===== config.mk =====
export PLATFORM = sky130hd
export DESIGN_NAME = bitmap_glyph_pixel_expander_unit_flat
export DESIGN_NICKNAME = d
export VERILOG_FILES = /design/src/hdl/bgpe_pkg.sv /design/src/hdl/bgpe_in_if.sv /design/src/hdl/bgpe_out_if.sv /design/src/hdl/bitmap_glyph_pixel_expander_unit.sv /design/src/flat_wrapper.sv
export SDC_FILE = /design/constraint.sdc
export NUM_CORES = 1
export LEC_CHECK = 0
export ABC_AREA = 1
export BUFFER_PORTS_ARGS = -buffer_cell sky130_fd_sc_hd__buf_2
export CORE_AREA = 3 3 94 185
export CTS_BUF_LIST = sky130_fd_sc_hd__clkbuf_16
export CTS_CLUSTER_SIZE = 40
export DETAILED_ROUTE_END_ITERATION = 8
export DIE_AREA = 0 0 97 188
export PLACE_DENSITY = 0.82
export SLEW_MARGIN = 40
export SYNTH_ARGS = -nofsm -noshare
export SYNTH_HDL_FRONTEND = slang
export SYNTH_SLANG_ARGS = --single-unit

===== constraint.sdc =====
create_clock -name clk -period 4.55 [get_ports clk]
set_input_delay 0.455 -clock clk [delete_from_list [all_inputs] [get_ports clk]]
set_output_delay 0.455 -clock clk [all_outputs]
set_load 0.005 [all_outputs]

===== src/hdl/bgpe_pkg.sv =====
`timescale 1ns / 1ps

package bgpe_pkg;

  localparam int unsigned CoordW   = 16;
  localparam int unsigned ColorW   = 16;
  localparam int unsigned ByteW    = 8;
  localparam int unsigned ColW     = 5;
  localparam int unsigned ByteCntW = 7;
  localparam int unsigned SizeW    = 2;
  localparam int unsigned BitIdxW  = 3;
  localparam int unsigned CfgIdxW  = 2;
  localparam int unsigned CfgDataW = 16;

  // Register indexes of the configuration port
  localparam logic [CfgIdxW-1:0] CFG_FG_COLOR = 2'd0;
  localparam logic [CfgIdxW-1:0] CFG_BG_COLOR = 2'd1;

  localparam logic [ColorW-1:0] FG_RESET = 16'hFFFF;
  localparam logic [ColorW-1:0] BG_RESET = 16'h0000;

  // Size codes
  localparam logic [SizeW-1:0] SIZE_12 = 2'd0;
  localparam logic [SizeW-1:0] SIZE_16 = 2'd1;
  localparam logic [SizeW-1:0] SIZE_24 = 2'd2;
  localparam logic [SizeW-1:0] SIZE_32 = 2'd3;

  // Half of the glyph height: columns in one glyph row
  function automatic logic [ColW-1:0] half_of(input logic [SizeW-1:0] code);
    logic [ColW-1:0] h;
    case (code)
      SIZE_12: h = 5'd6;
      SIZE_16: h = 5'd8;
      SIZE_24: h = 5'd12;
      SIZE_32: h = 5'd16;
      default: h = 5'd16;
    endcase
    return h;
  endfunction

  // Bytes that make up one glyph
  function automatic logic [ByteCntW-1:0] bytes_of(input logic [SizeW-1:0] code);
    logic [ByteCntW-1:0] n;
    case (code)
      SIZE_12: n = 7'd12;
      SIZE_16: n = 7'd16;
      SIZE_24: n = 7'd48;
      SIZE_32: n = 7'd64;
      default: n = 7'd64;
    endcase
    return n;
  endfunction

endpackage


===== src/hdl/bgpe_in_if.sv =====
`timescale 1ns / 1ps

interface bgpe_in_if;
  logic                          valid;
  logic                          ready;
  logic                          glyph_start;
  logic [bgpe_pkg::CoordW-1:0]   origin_x;
  logic [bgpe_pkg::CoordW-1:0]   origin_y;
  logic [bgpe_pkg::SizeW-1:0]    size_code;
  logic                          transparent;
  logic [bgpe_pkg::ByteW-1:0]    font_byte;

  modport source (output valid, glyph_start, origin_x, origin_y, size_code, transparent,
                  font_byte, input ready);
  modport sink (input valid, glyph_start, origin_x, origin_y, size_code, transparent,
                font_byte, output ready);
endinterface


===== src/hdl/bgpe_out_if.sv =====
`timescale 1ns / 1ps

interface bgpe_out_if;
  logic                          valid;
  logic                          ready;
  logic [bgpe_pkg::CoordW-1:0]   pixel_x;
  logic [bgpe_pkg::CoordW-1:0]   pixel_y;
  logic [bgpe_pkg::ColorW-1:0]   pixel_color;
  logic                          last;

  modport source (output valid, pixel_x, pixel_y, pixel_color, last, input ready);
  modport sink (input valid, pixel_x, pixel_y, pixel_color, last, output ready);
endinterface


===== src/hdl/bitmap_glyph_pixel_expander_unit.sv =====
`timescale 1ns / 1ps

// Channel  | Dir | Transfer when       | Payload
// in_ch    | in  | valid && ready      | glyph_start, origin_x/y, size_code, transparent,
//          |     |                     | font_byte
// out_ch   | out | valid && ready      | pixel_x, pixel_y, pixel_color, last
// cfg_*    | in  | cfg_we              | cfg_idx (0 fg_color, 1 bg_color), cfg_data
//
// A font byte is decoded into a pixel job in the cycle it is transferred; the job
// register then issues one pixel per cycle into the output register, one for each
// bit that the byte writes (0 to 8), and a byte that writes nothing leaves the job
// empty. The next byte is taken while the last pixel of the current one moves out.
// Output stalls hold the job; rst_n is synchronous and clears all control state.

module bitmap_glyph_pixel_expander_unit (
  input  logic                            clk,
  input  logic                            rst_n,
  bgpe_in_if.sink                         in_ch,
  bgpe_out_if.source                      out_ch,
  input  logic                            cfg_we,
  input  logic [bgpe_pkg::CfgIdxW-1:0]    cfg_idx,
  input  logic [bgpe_pkg::CfgDataW-1:0]   cfg_data
);

  // Configuration registers
  logic [bgpe_pkg::ColorW-1:0] fg_color_r, bg_color_r;

  // Glyph state
  logic [bgpe_pkg::CoordW-1:0]   base_x_r, base_x_nxt;
  logic [bgpe_pkg::CoordW-1:0]   cur_y_r, cur_y_nxt;
  logic [bgpe_pkg::ColW-1:0]     col_r, col_nxt;
  logic [bgpe_pkg::ByteCntW-1:0] bcnt_r, bcnt_nxt;
  logic [bgpe_pkg::SizeW-1:0]    size_r, size_nxt;
  logic                          transp_r, transp_nxt;
  logic                          active_r, active_nxt;

  // Pixel job
  logic [bgpe_pkg::CoordW-1:0]   job_x_r;
  logic [bgpe_pkg::CoordW-1:0]   job_y_r;
  logic [bgpe_pkg::ByteW-1:0]    job_bits_r;
  logic [bgpe_pkg::ByteW-1:0]    job_mask_r, job_mask_nxt;

  // Output register
  logic                          out_valid_r;
  logic [bgpe_pkg::CoordW-1:0]   out_x_r, out_y_r;
  logic [bgpe_pkg::ColorW-1:0]   out_color_r;
  logic                          out_last_r;

  logic                          in_xfer;
  logic [bgpe_pkg::ColW-1:0]     half, rem, col_eff;
  logic [bgpe_pkg::CoordW-1:0]   base_eff, y_eff;
  logic [bgpe_pkg::ByteCntW-1:0] bcnt_eff, bcnt_inc;
  logic [bgpe_pkg::SizeW-1:0]    size_eff;
  logic                          transp_eff, active_eff, row_end;
  logic [bgpe_pkg::ByteW-1:0]    new_mask;

  logic [bgpe_pkg::ByteW-1:0]    low_bit, rest_mask;
  logic [bgpe_pkg::BitIdxW-1:0]  low_idx;
  logic                          adv, job_free;

  // Write configuration registers
  always_ff @(posedge clk) begin
    if (!rst_n) begin
      fg_color_r <= bgpe_pkg::FG_RESET;
      bg_color_r <= bgpe_pkg::BG_RESET;
    end else if (cfg_we) begin
      if (cfg_idx == bgpe_pkg::CFG_FG_COLOR) fg_color_r <= cfg_data[bgpe_pkg::ColorW-1:0];
      if (cfg_idx == bgpe_pkg::CFG_BG_COLOR) bg_color_r <= cfg_data[bgpe_pkg::ColorW-1:0];
    end
  end

  // Pick the glyph context this byte runs in
  always_comb begin
    if (in_ch.glyph_start) begin
      base_eff   = in_ch.origin_x;
      y_eff      = in_ch.origin_y;
      size_eff   = in_ch.size_code;
      transp_eff = in_ch.transparent;
      col_eff    = '0;
      bcnt_eff   = '0;
      active_eff = 1'b1;
    end else begin
      base_eff   = base_x_r;
      y_eff      = cur_y_r;
      size_eff   = size_r;
      transp_eff = transp_r;
      col_eff    = col_r;
      bcnt_eff   = bcnt_r;
      active_eff = active_r;
    end
  end

  // Decode the byte: which bits write, where the row ends
  always_comb begin
    half    = bgpe_pkg::half_of(size_eff);
    rem     = half - col_eff;
    row_end = (rem <= 5'd8);
    for (int j = 0; j < bgpe_pkg::ByteW; j++) begin
      new_mask[j] = active_eff && (5'(j) < rem) && (in_ch.font_byte[j] || !transp_eff);
    end
    bcnt_inc = bcnt_eff + 7'd1;
  end

  // Advance the glyph state on a transfer
  always_comb begin
    base_x_nxt = base_x_r;
    cur_y_nxt  = cur_y_r;
    col_nxt    = col_r;
    bcnt_nxt   = bcnt_r;
    size_nxt   = size_r;
    transp_nxt = transp_r;
    active_nxt = active_r;
    if (in_xfer && active_eff) begin
      base_x_nxt = base_eff;
      size_nxt   = size_eff;
      transp_nxt = transp_eff;
      cur_y_nxt  = row_end ? y_eff + 16'd1 : y_eff;
      col_nxt    = row_end ? '0 : col_eff + 5'd8;
      bcnt_nxt   = bcnt_inc;
      active_nxt = (bcnt_inc < bgpe_pkg::bytes_of(size_eff));
    end
  end

  // Lowest pending pixel of the job
  always_comb begin
    low_bit   = job_mask_r & (~job_mask_r + 8'd1);
    rest_mask = job_mask_r & ~low_bit;
    low_idx   = '0;
    for (int j = 0; j < bgpe_pkg::ByteW; j++) begin
      if (low_bit[j]) low_idx = 3'(j);
    end
  end

  assign adv          = (job_mask_r != '0) && (!out_valid_r || out_ch.ready);
  assign job_free     = (job_mask_r == '0) || (adv && (rest_mask == '0));
  assign in_ch.ready  = job_free;
  assign in_xfer      = in_ch.valid && job_free;

  always_comb begin
    job_mask_nxt = job_mask_r;
    if (in_xfer)  job_mask_nxt = new_mask;
    else if (adv) job_mask_nxt = rest_mask;
  end

  // Control registers
  always_ff @(posedge clk) begin
    if (!rst_n) begin
      base_x_r    <= '0;
      cur_y_r     <= '0;
      col_r       <= '0;
      bcnt_r      <= '0;
      size_r      <= '0;
      transp_r    <= 1'b0;
      active_r    <= 1'b0;
      job_mask_r  <= '0;
      out_valid_r <= 1'b0;
    end else begin
      base_x_r    <= base_x_nxt;
      cur_y_r     <= cur_y_nxt;
      col_r       <= col_nxt;
      bcnt_r      <= bcnt_nxt;
      size_r      <= size_nxt;
      transp_r    <= transp_nxt;
      active_r    <= active_nxt;
      job_mask_r  <= job_mask_nxt;
      if (adv)               out_valid_r <= 1'b1;
      else if (out_ch.ready) out_valid_r <= 1'b0;
    end
  end

  // Load the job payload on a transfer
  always_ff @(posedge clk) begin
    if (in_xfer) begin
      job_x_r    <= base_eff + {11'd0, col_eff};
      job_y_r    <= y_eff;
      job_bits_r <= in_ch.font_byte;
    end
  end

  // Issue one pixel into the output register
  always_ff @(posedge clk) begin
    if (adv) begin
      out_x_r     <= job_x_r + {13'd0, low_idx};
      out_y_r     <= job_y_r;
      out_color_r <= job_bits_r[low_idx] ? fg_color_r : bg_color_r;
      out_last_r  <= (rest_mask == '0);
    end
  end

  assign out_ch.valid       = out_valid_r;
  assign out_ch.pixel_x     = out_x_r;
  assign out_ch.pixel_y     = out_y_r;
  assign out_ch.pixel_color = out_color_r;
  assign out_ch.last        = out_last_r;

endmodule


===== src/flat_wrapper.sv =====
// flat-port wrapper written by rule: the top's interface ports become plain ports
module bitmap_glyph_pixel_expander_unit_flat 
  (clk, rst_n, cfg_we, cfg_idx, cfg_data, in_ch_valid, in_ch_glyph_start, in_ch_origin_x, in_ch_origin_y, in_ch_size_code, in_ch_transparent, in_ch_font_byte, in_ch_ready, out_ch_valid, out_ch_pixel_x, out_ch_pixel_y, out_ch_pixel_color, out_ch_last, out_ch_ready);
  bgpe_in_if in_ch_i ();
  bgpe_out_if out_ch_i ();
  input  logic clk;
  input  logic rst_n;
  input  logic cfg_we;
  input  logic [bgpe_pkg::CfgIdxW-1:0] cfg_idx;
  input  logic [bgpe_pkg::CfgDataW-1:0] cfg_data;
  input wire logic [$bits(in_ch_i.valid)-1:0] in_ch_valid;
  input wire logic [$bits(in_ch_i.glyph_start)-1:0] in_ch_glyph_start;
  input wire logic [$bits(in_ch_i.origin_x)-1:0] in_ch_origin_x;
  input wire logic [$bits(in_ch_i.origin_y)-1:0] in_ch_origin_y;
  input wire logic [$bits(in_ch_i.size_code)-1:0] in_ch_size_code;
  input wire logic [$bits(in_ch_i.transparent)-1:0] in_ch_transparent;
  input wire logic [$bits(in_ch_i.font_byte)-1:0] in_ch_font_byte;
  output wire logic [$bits(in_ch_i.ready)-1:0] in_ch_ready;
  output wire logic [$bits(out_ch_i.valid)-1:0] out_ch_valid;
  output wire logic [$bits(out_ch_i.pixel_x)-1:0] out_ch_pixel_x;
  output wire logic [$bits(out_ch_i.pixel_y)-1:0] out_ch_pixel_y;
  output wire logic [$bits(out_ch_i.pixel_color)-1:0] out_ch_pixel_color;
  output wire logic [$bits(out_ch_i.last)-1:0] out_ch_last;
  input wire logic [$bits(out_ch_i.ready)-1:0] out_ch_ready;
  assign in_ch_i.valid = in_ch_valid;
  assign in_ch_i.glyph_start = in_ch_glyph_start;
  assign in_ch_i.origin_x = in_ch_origin_x;
  assign in_ch_i.origin_y = in_ch_origin_y;
  assign in_ch_i.size_code = in_ch_size_code;
  assign in_ch_i.transparent = in_ch_transparent;
  assign in_ch_i.font_byte = in_ch_font_byte;
  assign in_ch_ready = in_ch_i.ready;
  assign out_ch_valid = out_ch_i.valid;
  assign out_ch_pixel_x = out_ch_i.pixel_x;
  assign out_ch_pixel_y = out_ch_i.pixel_y;
  assign out_ch_pixel_color = out_ch_i.pixel_color;
  assign out_ch_last = out_ch_i.last;
  assign out_ch_i.ready = out_ch_ready;
  bitmap_glyph_pixel_expander_unit u_core (.clk(clk), .rst_n(rst_n), .in_ch(in_ch_i), .out_ch(out_ch_i), .cfg_we(cfg_we), .cfg_idx(cfg_idx), .cfg_data(cfg_data));
endmodule

==> results.tsv <==
stage	metric	value	unit
run_status	status	completed	
sta	worst_slew_pin_slew	706	ps
synth	ys_types	43	
cts	cts_tree	yes	
floorplanning	io_pins	118	
min_path	hold_path_class	input pin to flip-flop	
placed_design	place_area	0.00939	sq mm
finish	area_delta_synth_final	14.8	%
route	drt_iter0_drc	480	
worst_setup_path	reg2reg_depth	14	
worst_setup_path	startpoint	in_ch_glyph_start	
finish	finish.instance_area	0.0100	sq mm
route	totalWireLength	19900	um
route	antenna_left	0	
worst_setup_path	worstPathRequired	4710	ps
floorplanning	rows	66	
sta	max_freq	308	MHz
finish	final_cell_mix	nand2_1, nor2_1, buf_2, inv_1	
worst_setup_path	reg2reg_slack	1510	ps
job	cap_violations	0	
floorplanning	core	0.0163	sq mm
sta	skew	10.5	ps
finish	stdcell_count	1366	
synth	ys_seq_area_share	51.1	%
route	first_pass_iters	7	
cts	cts_buffer_depth	2	
route	vias_per_cell	5.31	
cts	numClockSinks	178	
synth	synth-async-reset-ratio	0	%
synth	synthCells	1042	
global_routing	grt_max_degree	57	
global_routing	grt_pass1_wl	33300	um
sta	drv_slew	0	
cts	cts_inserted_buffers	17	
worst_setup_path	r2r-start	u_core.job_mask_r[1]$_SDFFE_PN0P_	
cts	cts_resized	0	
finish	antenna_cells	0	
cts	path_clk_slew	70	ps
worst_setup_path	r2r-end	u_core.out_ch.pixel_x[14]$_DFFE_PP_	
sta	post-route-period-util	71.4	%
synth	netlist.area_leader.share	30.7	%
worst_setup_path	setup.worst_path.class	input pin to flip-flop	
worst_setup_path	crit_path_max_fanout	24	
synth	synth_area	0.00872	sq mm
route	drc	0	
cts	cts_root_buf	clkbuf_16	
synth	synth_warnings	0	
route	avgRoutedWirePerCell	14.5	um
worst_setup_path	crit_end	u_core.job_x_r[15]$_DFFE_PN_	
power	power_density	633	mW/mm^2
worst_setup_path	end_kind	flip-flop	
floorplanning	start_util	53.6	%
finish	layout_commonest_cell	nand2_1	
synth	synthesis.nets	1134	
global_routing	antenna_found_initial	0	
synth	syn_avg_cell_area	8.37	sq um
placed_design	place_congestion	0.911	
synth	synth_area_leader_cell	edfxtp_1	
sta	period_minus_slack	3250	ps
power	power_leakage	4.48	nW
sta	maxSlewHeadroom	52.9	%
worst_setup_path	startpoint_type	input pin	
power	ir_worst_vdd	307	uV
synth	synth_top_flop_cell	edfxtp_1	
cts	postCtsSetupRepairBufs	0	
placed_design	place_inst	1334	
placed_design	dp_hpwl	14300	um
finish	drive_above_1_share	16.0	%
route	num_vias	7250	
floorplanning	die_height	188	um
cts	cts_hold_buf	0	
synth	ys_top_cells_by_area	edfxtp_1, dfxtp_1, nand2_1	
sta	finalHoldViolCount	0	
global_routing	grt-ovfl-total	0	
power	power	0.00634	W
worst_setup_path	arrival	3410	ps
sta	grt_setup_unrepaired	no	
cts	clk_latency	430	ps
floorplanning	die_w	97	um
synth	synth_edf_count	89	
synth	synth-seq-cells	178	
global_routing	grt.total_usage	22.4	%
finish	nets	1241	
cts	htreeDepth	4	
sta	setup_viol	0	
floorplanning	die-area	0.0182	sq mm
placed_design	port_buffers	117	
finish	final_core_util	61.5	%
sta	fin_tns_setup	0	ps
global_routing	first_global_vias	7284	
flip-flops by register name, summed over array words and instances (netlist names):
signal                     cells
u_core.job_x_r                16
u_core.job_bits_r              8
u_core.fg_color_r             16
u_core.out_ch.pixel_x         16
u_core.out_ch.pixel_y         16
u_core.out_ch.pixel_color     16
u_core.size_r                  2
u_core.active_r                1
u_core.transp_r                1
u_core.job_mask_r              8
u_core.cur_y_r                16
u_core.bg_color_r             16
u_core.job_y_r                16
u_core.out_ch.valid            1
u_core.base_x_r               16
u_core.out_ch.last             1
u_core.col_r                   5
u_core.bcnt_r                  7
layer usage:
layer | wire length (um) | global-route usage, %
met5 | 0 | 0
met4 | 864 | 12.7
met3 | 880 | 4.10
met2 | 10800 | 41.8
met1 | 7330 | 23.0
cells by family (layout without fill, tap and decap cells):
group | Yosys count | in the layout | share of synthesized area [%]
multiplexers | 3 | 3 | 0.344
buffers and inverters | 132 | 252 | 6.69
XOR/XNOR | 43 | 43 | 4.32
flip-flops | 178 | 178 | 51.1
AND/OR/NAND/NOR | 539 | 539 | 26.3
AO/OA/AOI/OAI | 122 | 122 | 7.39
adder cells (fa/ha/maj) | 25 | 25 | 3.85
synthesized netlist by cell type (all sizes together), types with 4 or more instances:
| master | number |
|---|---|
| nor2 | 129 |
| inv | 98 |
| edfxtp | 89 |
| xor2 | 29 |
| nand4 | 16 |
| or2 | 11 |
| xnor2 | 14 |
| ha | 22 |
| buf | 19 |
| nor3 | 8 |
| o21ai | 63 |
| nand2 | 296 |
| clkbuf | 15 |
| nand3 | 69 |
| a21oi | 52 |
| dfxtp | 89 |
| nand3b | 4 |
critical path: stages:
cell	delay, ps
buf_2	390
inv_2	230
or2_2	310
o21ai_0	150
inv_1	120
ha_1	310
nand3_1	80
nand2_1	100
a21oi_1	70
o21ai_0	550
nand2_1	210
nor3_1	300
xor2_1	110
layout make-up:
cell class | instances | area, sq um
multi-input combinational | 732 | 3680
tap | 204 | 255
fill | 1402 | 6260
inverter | 98 | 373
clock buffer | 19 | 475
timing repair buffer | 122 | 623
sequential | 178 | 4450
clock inverter | 13 | 143
worst min-delay path by stage:
stage | from | end | cells past startpoint
global placement | u_core.job_y_r[10]$_DFFE_PN_ | u_core.out_ch.pixel_y[10]$_DFFE_PP_ | 0
detailed placement | u_core.job_y_r[12]$_DFFE_PN_ | u_core.out_ch.pixel_y[12]$_DFFE_PP_ | 0
floorplan | u_core.job_y_r[0]$_DFFE_PN_ | u_core.out_ch.pixel_y[0]$_DFFE_PP_ | 0
CTS | in_ch_font_byte[4] | u_core.job_bits_r[4]$_DFFE_PN_ | 1
global route | in_ch_font_byte[4] | u_core.job_bits_r[4]$_DFFE_PN_ | 1
finish | in_ch_font_byte[4] | u_core.job_bits_r[4]$_DFFE_PN_ | 1
metrics by stage:
| stage | hold slack (ps) | worst slack (ps) |
|---|---|---|
| 2_1_floorplan | 400 | 1470 |
| 3_3_place_gp | 402 | 1120 |
| 3_5_place_dp | 405 | 1020 |
| 4_1_cts | 195 | 1320 |
| 5_1_grt | 207 | 1050 |
| 6_report | 215 | 1300 |
report_power, final:
| part | total [W] | internal, W | switching [W] |
|---|---|---|---|
| Clock | 0.00151 | 0.000919 | 0.000592 |
| Combinational | 0.00217 | 0.000698 | 0.00148 |
| Sequential | 0.00265 | 0.00245 | 0.000203 |
No activity file was read; power rests on OpenSTA's default activity.
